==> config.mk <==
export PLATFORM = sky130hd
export DESIGN_NAME = yuv_rgb_color_converter
export DESIGN_NICKNAME = d
export VERILOG_FILES = /design/src/rtl/yrc_pkg.sv /design/src/rtl/yrc_lane.sv /design/src/rtl/yuv_rgb_color_converter.sv
export VERILOG_INCLUDE_DIRS = /design/src /design/src/rtl
export SDC_FILE = /design/constraint.sdc
export NUM_CORES = 2
export LEC_CHECK = 0
export BUFFER_PORTS_ARGS = -buffer_cell sky130_fd_sc_hd__buf_4
export CORE_UTILIZATION = 55
export CTS_BUF_LIST = sky130_fd_sc_hd__clkbuf_4 sky130_fd_sc_hd__clkbuf_8
export DETAILED_ROUTE_END_ITERATION = 8
export GPL_ROUTABILITY_DRIVEN = 0
export PLACE_DENSITY_LB_ADDON = 0.1
export SYNTH_ARGS = -nofsm -noshare
export SYNTH_HDL_FRONTEND = slang
export SYNTH_SLANG_ARGS = --single-unit
==> constraint.sdc <==
create_clock -name i_clk -period 6.5 [get_ports i_clk]
set_input_delay 1.3 -clock i_clk [delete_from_list [all_inputs] [get_ports i_clk]]
set_output_delay 1.3 -clock i_clk [all_outputs]
set_load 0.05 [all_outputs]
==> src/rtl/yuv_rgb_color_converter_defines.svh <==
// assertion helpers for the color converter
`ifndef YUV_RGB_COLOR_CONVERTER_DEFINES_SVH
`define YUV_RGB_COLOR_CONVERTER_DEFINES_SVH

// same-cycle implication, disabled in reset
`define YRC_ASSERT_IMP(lbl, clk, rst_n, ante, cons) \
    lbl: assert property (@(posedge clk) disable iff (!(rst_n)) (ante) |-> (cons)) \
        else $error("yrc assertion failed");

// next-cycle implication, disabled in reset
`define YRC_ASSERT_NXT(lbl, clk, rst_n, ante, cons) \
    lbl: assert property (@(posedge clk) disable iff (!(rst_n)) (ante) |=> (cons)) \
        else $error("yrc assertion failed");

`endif

==> src/rtl/yrc_pkg.sv <==
package yrc_pkg;

    localparam int FRAC_BITS = 14;
    localparam int COEF_W    = 17;

    typedef logic signed [COEF_W-1:0] t_coef;

    typedef enum logic [1:0] {
        LANE_A = 2'd0,
        LANE_B = 2'd1,
        LANE_C = 2'd2
    } t_lane;

    typedef enum logic {
        DIR_YUV2RGB = 1'b0,
        DIR_RGB2YUV = 1'b1
    } t_dir;

    typedef struct packed {
        logic s1;
        logic s2;
        logic s3;
    } t_stage_en;

    localparam t_coef K_ONE  = 17'sd16384;
    localparam t_coef K_ZERO = 17'sd0;
    localparam t_coef K_RV   = 17'sd22987;
    localparam t_coef K_GU   = 17'sd5620;
    localparam t_coef K_GV   = 17'sd11698;
    localparam t_coef K_BU   = 17'sd29000;
    localparam t_coef K_YR   = 17'sd4899;
    localparam t_coef K_YG   = 17'sd9617;
    localparam t_coef K_YB   = 17'sd1868;
    localparam t_coef K_UR   = 17'sd2769;
    localparam t_coef K_UG   = 17'sd5423;
    localparam t_coef K_HALF = 17'sd8192;
    localparam t_coef K_VG   = 17'sd6865;
    localparam t_coef K_VB   = 17'sd1327;

    // coefficient for one output lane and one input tap
    function automatic t_coef coef(input t_dir dir, input t_lane lane, input logic [1:0] tap);
        t_coef c;
        c = K_ZERO;
        if (dir == DIR_YUV2RGB) begin
            unique case (lane)
                LANE_A: begin
                    case (tap)
                        2'd0:    c = K_ONE;
                        2'd1:    c = K_ZERO;
                        default: c = K_RV;
                    endcase
                end
                LANE_B: begin
                    case (tap)
                        2'd0:    c = K_ONE;
                        2'd1:    c = -K_GU;
                        default: c = -K_GV;
                    endcase
                end
                default: begin
                    case (tap)
                        2'd0:    c = K_ONE;
                        2'd1:    c = K_BU;
                        default: c = K_ZERO;
                    endcase
                end
            endcase
        end else begin
            unique case (lane)
                LANE_A: begin
                    case (tap)
                        2'd0:    c = K_YR;
                        2'd1:    c = K_YG;
                        default: c = K_YB;
                    endcase
                end
                LANE_B: begin
                    case (tap)
                        2'd0:    c = -K_UR;
                        2'd1:    c = -K_UG;
                        default: c = K_HALF;
                    endcase
                end
                default: begin
                    case (tap)
                        2'd0:    c = K_HALF;
                        2'd1:    c = -K_VG;
                        default: c = -K_VB;
                    endcase
                end
            endcase
        end
        return c;
    endfunction

endpackage

==> src/rtl/yrc_lane.sv <==
module yrc_lane #(
    parameter int SAMPLE_BITS = 12
) (
    input  logic                          i_clk,
    input  yrc_pkg::t_lane                i_lane,
    input  yrc_pkg::t_stage_en            i_en,
    input  yrc_pkg::t_dir                 i_dir,
    input  logic signed [SAMPLE_BITS:0]   i_x0,
    input  logic signed [SAMPLE_BITS:0]   i_x1,
    input  logic signed [SAMPLE_BITS:0]   i_x2,
    output logic [SAMPLE_BITS-1:0]        o_res
);
    import yrc_pkg::*;

    localparam int PW = SAMPLE_BITS + 1 + COEF_W;
    localparam int SW = PW + 3;
    localparam logic signed [SW-1:0] BIAS_HALF = {{(SW-1){1'b0}}, 1'b1} << (FRAC_BITS - 1);
    localparam logic signed [SW-1:0] BIAS_OFFS =
        {{(SW-1){1'b0}}, 1'b1} << (SAMPLE_BITS - 1 + FRAC_BITS);
    localparam logic signed [SW-1:0] RES_MAX =
        ({{(SW-1){1'b0}}, 1'b1} << SAMPLE_BITS) - {{(SW-1){1'b0}}, 1'b1};

    logic signed [PW-1:0] r_p0, r_p1, r_p2;
    logic signed [PW-1:0] n_p0, n_p1, n_p2;
    t_dir                 r_dir1;
    logic signed [SW-1:0] r_sum, n_sum;
    logic signed [SW-1:0] bias;
    logic signed [SW-1:0] shifted;
    logic [SAMPLE_BITS-1:0] r_res, n_res;

    // multiply stage
    always_comb begin
        n_p0 = PW'(coef(i_dir, i_lane, 2'd0)) * PW'(i_x0);
        n_p1 = PW'(coef(i_dir, i_lane, 2'd1)) * PW'(i_x1);
        n_p2 = PW'(coef(i_dir, i_lane, 2'd2)) * PW'(i_x2);
    end

    // sum stage
    always_comb begin
        if (r_dir1 == DIR_YUV2RGB) begin
            bias = BIAS_HALF;
        end else if (i_lane == LANE_A) begin
            bias = '0;
        end else begin
            bias = BIAS_OFFS;
        end
        n_sum = SW'(r_p0) + SW'(r_p1) + SW'(r_p2) + bias;
    end

    // scale and clamp stage
    always_comb begin
        shifted = r_sum >>> FRAC_BITS;
        if (shifted < 0) begin
            n_res = '0;
        end else if (shifted > RES_MAX) begin
            n_res = RES_MAX[SAMPLE_BITS-1:0];
        end else begin
            n_res = shifted[SAMPLE_BITS-1:0];
        end
    end

    always_ff @(posedge i_clk) begin
        if (i_en.s1) begin
            r_p0   <= n_p0;
            r_p1   <= n_p1;
            r_p2   <= n_p2;
            r_dir1 <= i_dir;
        end
        if (i_en.s2) begin
            r_sum <= n_sum;
        end
        if (i_en.s3) begin
            r_res <= n_res;
        end
    end

    assign o_res = r_res;

endmodule

==> src/rtl/yuv_rgb_color_converter.sv <==
// yuv_rgb_color_converter: full-range BT.601 pixel converter, YUV to RGB or RGB to YUV.
// Input channel: i_valid / o_ready with i_comp_a, i_comp_b, i_comp_c (Y,U,V or R,G,B).
// Output channel: o_valid / i_ready with o_out_a, o_out_b, o_out_c (R,G,B or Y,U,V).
// A request moves on a rising edge where valid and ready are both high.
// i_dir_we / i_dir_data write the direction bit (0: YUV in, 1: RGB in); write
// it only while no request is in flight.
// Requests pass through the operand, multiply, sum and scale/clamp register stages
// to o_valid. Throughput: one pixel per cycle while i_ready is high, set by the
// four-stage multiply-add pipeline with one multiplier per coefficient.
// Each stage holds its own valid bit; a stage loads when it is empty or when
// the stage after it moves, so bubbles close up while the receiver stalls.
// With i_ready low and all four stages full, o_ready drops; no request is
// dropped or repeated.
// Reset (i_rst_n low, synchronous) empties the pipeline and sets direction 0.
module yuv_rgb_color_converter #(
    parameter int SAMPLE_BITS = 12
) (
    input  logic                   i_clk,
    input  logic                   i_rst_n,
    input  logic                   i_dir_we,
    input  logic                   i_dir_data,
    input  logic                   i_valid,
    output logic                   o_ready,
    input  logic [SAMPLE_BITS-1:0] i_comp_a,
    input  logic [SAMPLE_BITS-1:0] i_comp_b,
    input  logic [SAMPLE_BITS-1:0] i_comp_c,
    output logic                   o_valid,
    input  logic                   i_ready,
    output logic [SAMPLE_BITS-1:0] o_out_a,
    output logic [SAMPLE_BITS-1:0] o_out_b,
    output logic [SAMPLE_BITS-1:0] o_out_c
);
    import yrc_pkg::*;
    `include "yuv_rgb_color_converter_defines.svh"

    localparam logic signed [SAMPLE_BITS:0] CHROMA_OFFS =
        {2'b01, {(SAMPLE_BITS-1){1'b0}}};

    t_dir r_dir, r_dir0;
    logic r_v0, r_v1, r_v2, r_v3;
    logic rdy0, rdy1, rdy2, rdy3;
    logic signed [SAMPLE_BITS:0] r_x0, r_x1, r_x2;
    logic signed [SAMPLE_BITS:0] n_x0, n_x1, n_x2;
    t_stage_en en;
    logic [2:0] occ;

    assign rdy3 = !r_v3 || i_ready;
    assign rdy2 = !r_v2 || rdy3;
    assign rdy1 = !r_v1 || rdy2;
    assign rdy0 = !r_v0 || rdy1;
    assign o_ready = rdy0;
    assign en = '{s1: rdy1, s2: rdy2, s3: rdy3};

    always_comb begin
        n_x0 = $signed({1'b0, i_comp_a});
        n_x1 = $signed({1'b0, i_comp_b});
        n_x2 = $signed({1'b0, i_comp_c});
        if (r_dir == DIR_YUV2RGB) begin
            n_x1 = $signed({1'b0, i_comp_b}) - CHROMA_OFFS;
            n_x2 = $signed({1'b0, i_comp_c}) - CHROMA_OFFS;
        end
    end

    always_ff @(posedge i_clk) begin
        if (!i_rst_n) begin
            r_dir <= DIR_YUV2RGB;
            r_v0  <= 1'b0;
            r_v1  <= 1'b0;
            r_v2  <= 1'b0;
            r_v3  <= 1'b0;
        end else begin
            if (i_dir_we) begin
                r_dir <= t_dir'(i_dir_data);
            end
            if (rdy0) begin
                r_v0 <= i_valid;
            end
            if (rdy1) begin
                r_v1 <= r_v0;
            end
            if (rdy2) begin
                r_v2 <= r_v1;
            end
            if (rdy3) begin
                r_v3 <= r_v2;
            end
        end
    end

    always_ff @(posedge i_clk) begin
        if (rdy0) begin
            r_x0   <= n_x0;
            r_x1   <= n_x1;
            r_x2   <= n_x2;
            r_dir0 <= r_dir;
        end
    end

    yrc_lane #(.SAMPLE_BITS(SAMPLE_BITS)) u_lane_a (
        .i_clk (i_clk),
        .i_lane(LANE_A),
        .i_en  (en),
        .i_dir (r_dir0),
        .i_x0  (r_x0),
        .i_x1  (r_x1),
        .i_x2  (r_x2),
        .o_res (o_out_a)
    );

    yrc_lane #(.SAMPLE_BITS(SAMPLE_BITS)) u_lane_b (
        .i_clk (i_clk),
        .i_lane(LANE_B),
        .i_en  (en),
        .i_dir (r_dir0),
        .i_x0  (r_x0),
        .i_x1  (r_x1),
        .i_x2  (r_x2),
        .o_res (o_out_b)
    );

    yrc_lane #(.SAMPLE_BITS(SAMPLE_BITS)) u_lane_c (
        .i_clk (i_clk),
        .i_lane(LANE_C),
        .i_en  (en),
        .i_dir (r_dir0),
        .i_x0  (r_x0),
        .i_x1  (r_x1),
        .i_x2  (r_x2),
        .o_res (o_out_c)
    );

    assign o_valid = r_v3;

    assign occ = 3'($countones({r_v0, r_v1, r_v2, r_v3}));

    // occupancy changes only by requests in and out
    `YRC_ASSERT_NXT(a_occupancy, i_clk, i_rst_n, 1'b1, occ == $past(occ) + $past(i_valid && o_ready) - $past(o_valid && i_ready))
    `YRC_ASSERT_NXT(a_in_lands, i_clk, i_rst_n, i_valid && o_ready, r_v0)
    `YRC_ASSERT_NXT(a_stall_holds, i_clk, i_rst_n, r_v3 && r_v2 && !i_ready, r_v3 && r_v2)

endmodule
==> summary.txt <==
Synthesis
  • Most frequent cell after synthesis: inv_1
  • Top FF cell, synth: edfxtp_1
  • Post-synth top cells: inv_1, ha_1, fa_1, edfxtp_1, nor2_1
  • FFs w/ async S/R, synth: 0%
  • Synthesized area per cell: ~11 um2
  • Post-synth EDFFs: roughly 370
  • Seq/Total Area, Yosys: 21.1%
  • Synthesized area: 53000 um2
  • Synth area leader: fa_1
  • Count of state elements after synthesis: between 300 and 400
  • Unique cell type count in the Yosys netlist: 79
  • Yosys synthesis warning count: 0
  • Synth top area share: roughly 29%
  • Post-synthesis cell count: 4902
  • Largest cells by area after synthesis: fa_1, ha_1, edfxtp_1

Die
  • Die W: ~310 um
  • Io pins: 80
  • Rows: 113
  • Die area: approximately 100000 um2
  • Starting density of the core: between 50% and 60%
  • CORE AREA: 95300 um2
  • Die height: 312 um

Global route
  • GR Layer Usage met3: 4.43%
  • Total GRT Usage: between 20% and 30%
  • Gr ovfl total: 0
  • First-pass GRT wire length: 205 mm
  • Largest net degree at the start of global routing: 81
  • Met2 usage: between 40% and 50%
  • Top Usage Layer GRT: met2
  • Met1 Use GR: 37.3%
  • Initial antenna violation count: 4
  • Vias in the first global route: around 37k

Critical path
  • Worst Path Max Fanout: 37
  • WP data required: 6.96 ns
  • WP data arrival: ~6.7 ns
  • Critical Path Sink Type: flop
  • Worst r2r path cells: 25
  • CP startpoint kind: flop
  • Critical path class: flop to flop

Detailed routing
  • Wire per inst: 19.5 um
  • Drt total wl: around 130 mm
  • Post-DR vias/cell: ~5.4
  • DR iter-0 viols: around 2k
  • Number of iterations in the first detailed-routing pass: 5
  • Residual DRC: 0
  • Post-route ant nets: 0
  • Vias: 35.1k

Clocking
  • H-tree depth: 3
  • Bufs on Longest Clock Path: 3
  • CTS buffer count: about 70
  • Root Buffer: clkbuf_8
  • Worst-path clk slew: 0.05 ns
  • Clock Latency Late Sink: between 0.7 and 0.8 ns
  • Hold-fix buffers, CTS: 0
  • CTS tree: done
  • Clock tree sinks: around 370

STA
  • Pins Over Slew Limit: 0
  • Period minus WS final: between 6 and 7 ns
  • RSZ-0062 raised after global routing: true
  • Fin. Hold Viols: 0
  • Clk_skew: approximately 0.058 ns
  • FMAX: roughly 160 MHz
  • Final period util: around 96%
  • Setup Viol. Count Final: 0
  • Slew HR: 21.8%
  • Worst-margin pin slew: around 1.2 ns

Cells and area
  • Share of cells above drive strength 1: roughly 9.0%
  • P&R area growth vs syn: 9.94%
  • Final Non-Filler Cells: ~6.6k
  • Final net count: around 7.0k

Run status
  • Status: complete, no violations

Placed design
  • DP HPWL: roughly 110 mm
  • Placed cells: 6409
  • Port bufs: 79

Job
  • Max-cap violations: 0

Worst hold path
  • Hold WC Path Type: flop to flop
  • Hold Path Cell Cnt: 2
-- routing by layer --
layer / part of all wire [%] / routed length, um / vias to the layer above
met5: 0.010 / 13 / -
met4: 2.5 / 3230 / 2
met3: 4.6 / 5820 / 167
met2: 48 / 60600 / 615
met1: 45 / 57800 / 17500
li1: - / - / 16800
-- cell usage in the layout, fill, tap and decap left out, types with 12 or more instances in the layout --
master,count
edfxtp_1,369
o21a_1,30
a21o_1,80
nand2b_1,52
o21bai_1,23
a211oi_1,24
clkbuf_8,73
and2_1,33
o31ai_1,14
nand3_1,64
fa_1,768
nor2_1,253
a21oi_1,148
and3_1,42
a31oi_1,20
nor3_1,71
inv_1,1032
nor2b_1,51
clkinv_1,17
xnor2_1,199
or3_1,23
conb_1,44
o211ai_1,12
ha_1,909
buf_4,257
or2_2,30
xor2_1,110
nand4_1,18
nand2_1,159
o21ai_0,103
-- final timing paths --
check	slack (ns)	to	start
setup reg to reg	0.23	u_lane_b.r_p0[29]	r_dir0
setup / recovery	0.23	u_lane_b.r_p0[29]	r_dir0
hold reg to reg	0.49	r_v2	r_v1
hold / removal	0.49	r_v2	r_v1
-- worst max-delay path, stage by stage, from the launching register on --
cell        delay [ns]
edfxtp_1          0.42
buf_4             0.17
buf_12            0.15
buf_12            0.18
nand2_2           0.13
clkinvlp_4        0.19
buf_4             0.18
ha_1              0.37
ha_1              0.32
inv_1             0.06
fa_1              0.55
inv_1             0.06
fa_1              0.55
inv_1             0.06
fa_1              0.52
inv_1             0.04
ha_1              0.34
a21o_1            0.20
a41o_1            0.26
a41oi_2           0.26
or3_1             0.17
a31oi_1           0.10
a221o_1           0.35
a21oi_2           0.17
a21oi_1           0.10
xnor2_1           0.12
-- cell type report --
type                       count  area, um2
multi-input combinational   3481      38100
fill                        8093      37000
antenna                        6       15.0
clock buffer                  83       1080
tap                         1265       1580
clock inverter                40        373
inverter                    1041       3930
sequential                   374      11200
timing repair buffer         262       2030
-- logic make-up after synthesis --
kind of cell | Yosys count | share of synthesized area (%)
buffers and inverters | 1089 | 7.71
AO/OA/AOI/OAI | 575 | 7.16
flip-flops | 374 | 21.1
adder cells (fa/ha/maj) | 1684 | 50.7
multiplexers | 8 | 0.158
AND/OR/NAND/NOR | 860 | 8.08
other | 2 | 0.0142
XOR/XNOR | 310 | 5.12
-- through the flow --
step                      utilization [%]  area (um2)  setup TNS, ns  setup slack [ns]  hold WS, ns
final                                61.2       58300              0             0.230        0.485
after global routing                 61.2       58300         -0.189           -0.0797        0.530
after CTS                            60.8       58000              0            0.0711        0.494
after detailed placement             59.3       56500              0            0.0723        0.476
after global placement               59.3       56500              0             0.129        0.479
after floorplan                         -       53200         -0.144            -0.126        0.451
-- repair_timing --
action                     CTS  global route
setup endpoints to repair    0            33
hold endpoints to repair     0             0
resized for setup            0            55
setup buffers                0            14
-- sequential cells by signal (all words and copies together) (netlist names), 12 cells and up --
register and flops:
u_lane_b.r_p1 27, u_lane_a.o_res 12, r_x0 12, u_lane_b.o_res 12
u_lane_b.r_p0 30, u_lane_c.r_p0 13, u_lane_a.r_p2 27, u_lane_b.r_sum 19
u_lane_b.r_p2 29, u_lane_c.r_p1 29, u_lane_c.o_res 12, u_lane_a.r_p0 25
u_lane_a.r_sum 19, u_lane_a.r_p1 26, r_x2 13, r_x1 13
u_lane_c.r_p2 30, u_lane_c.r_sum 19
Power is not shown: default switching activity piles up to over one toggle a cycle in this logic, so the estimate is an artifact.
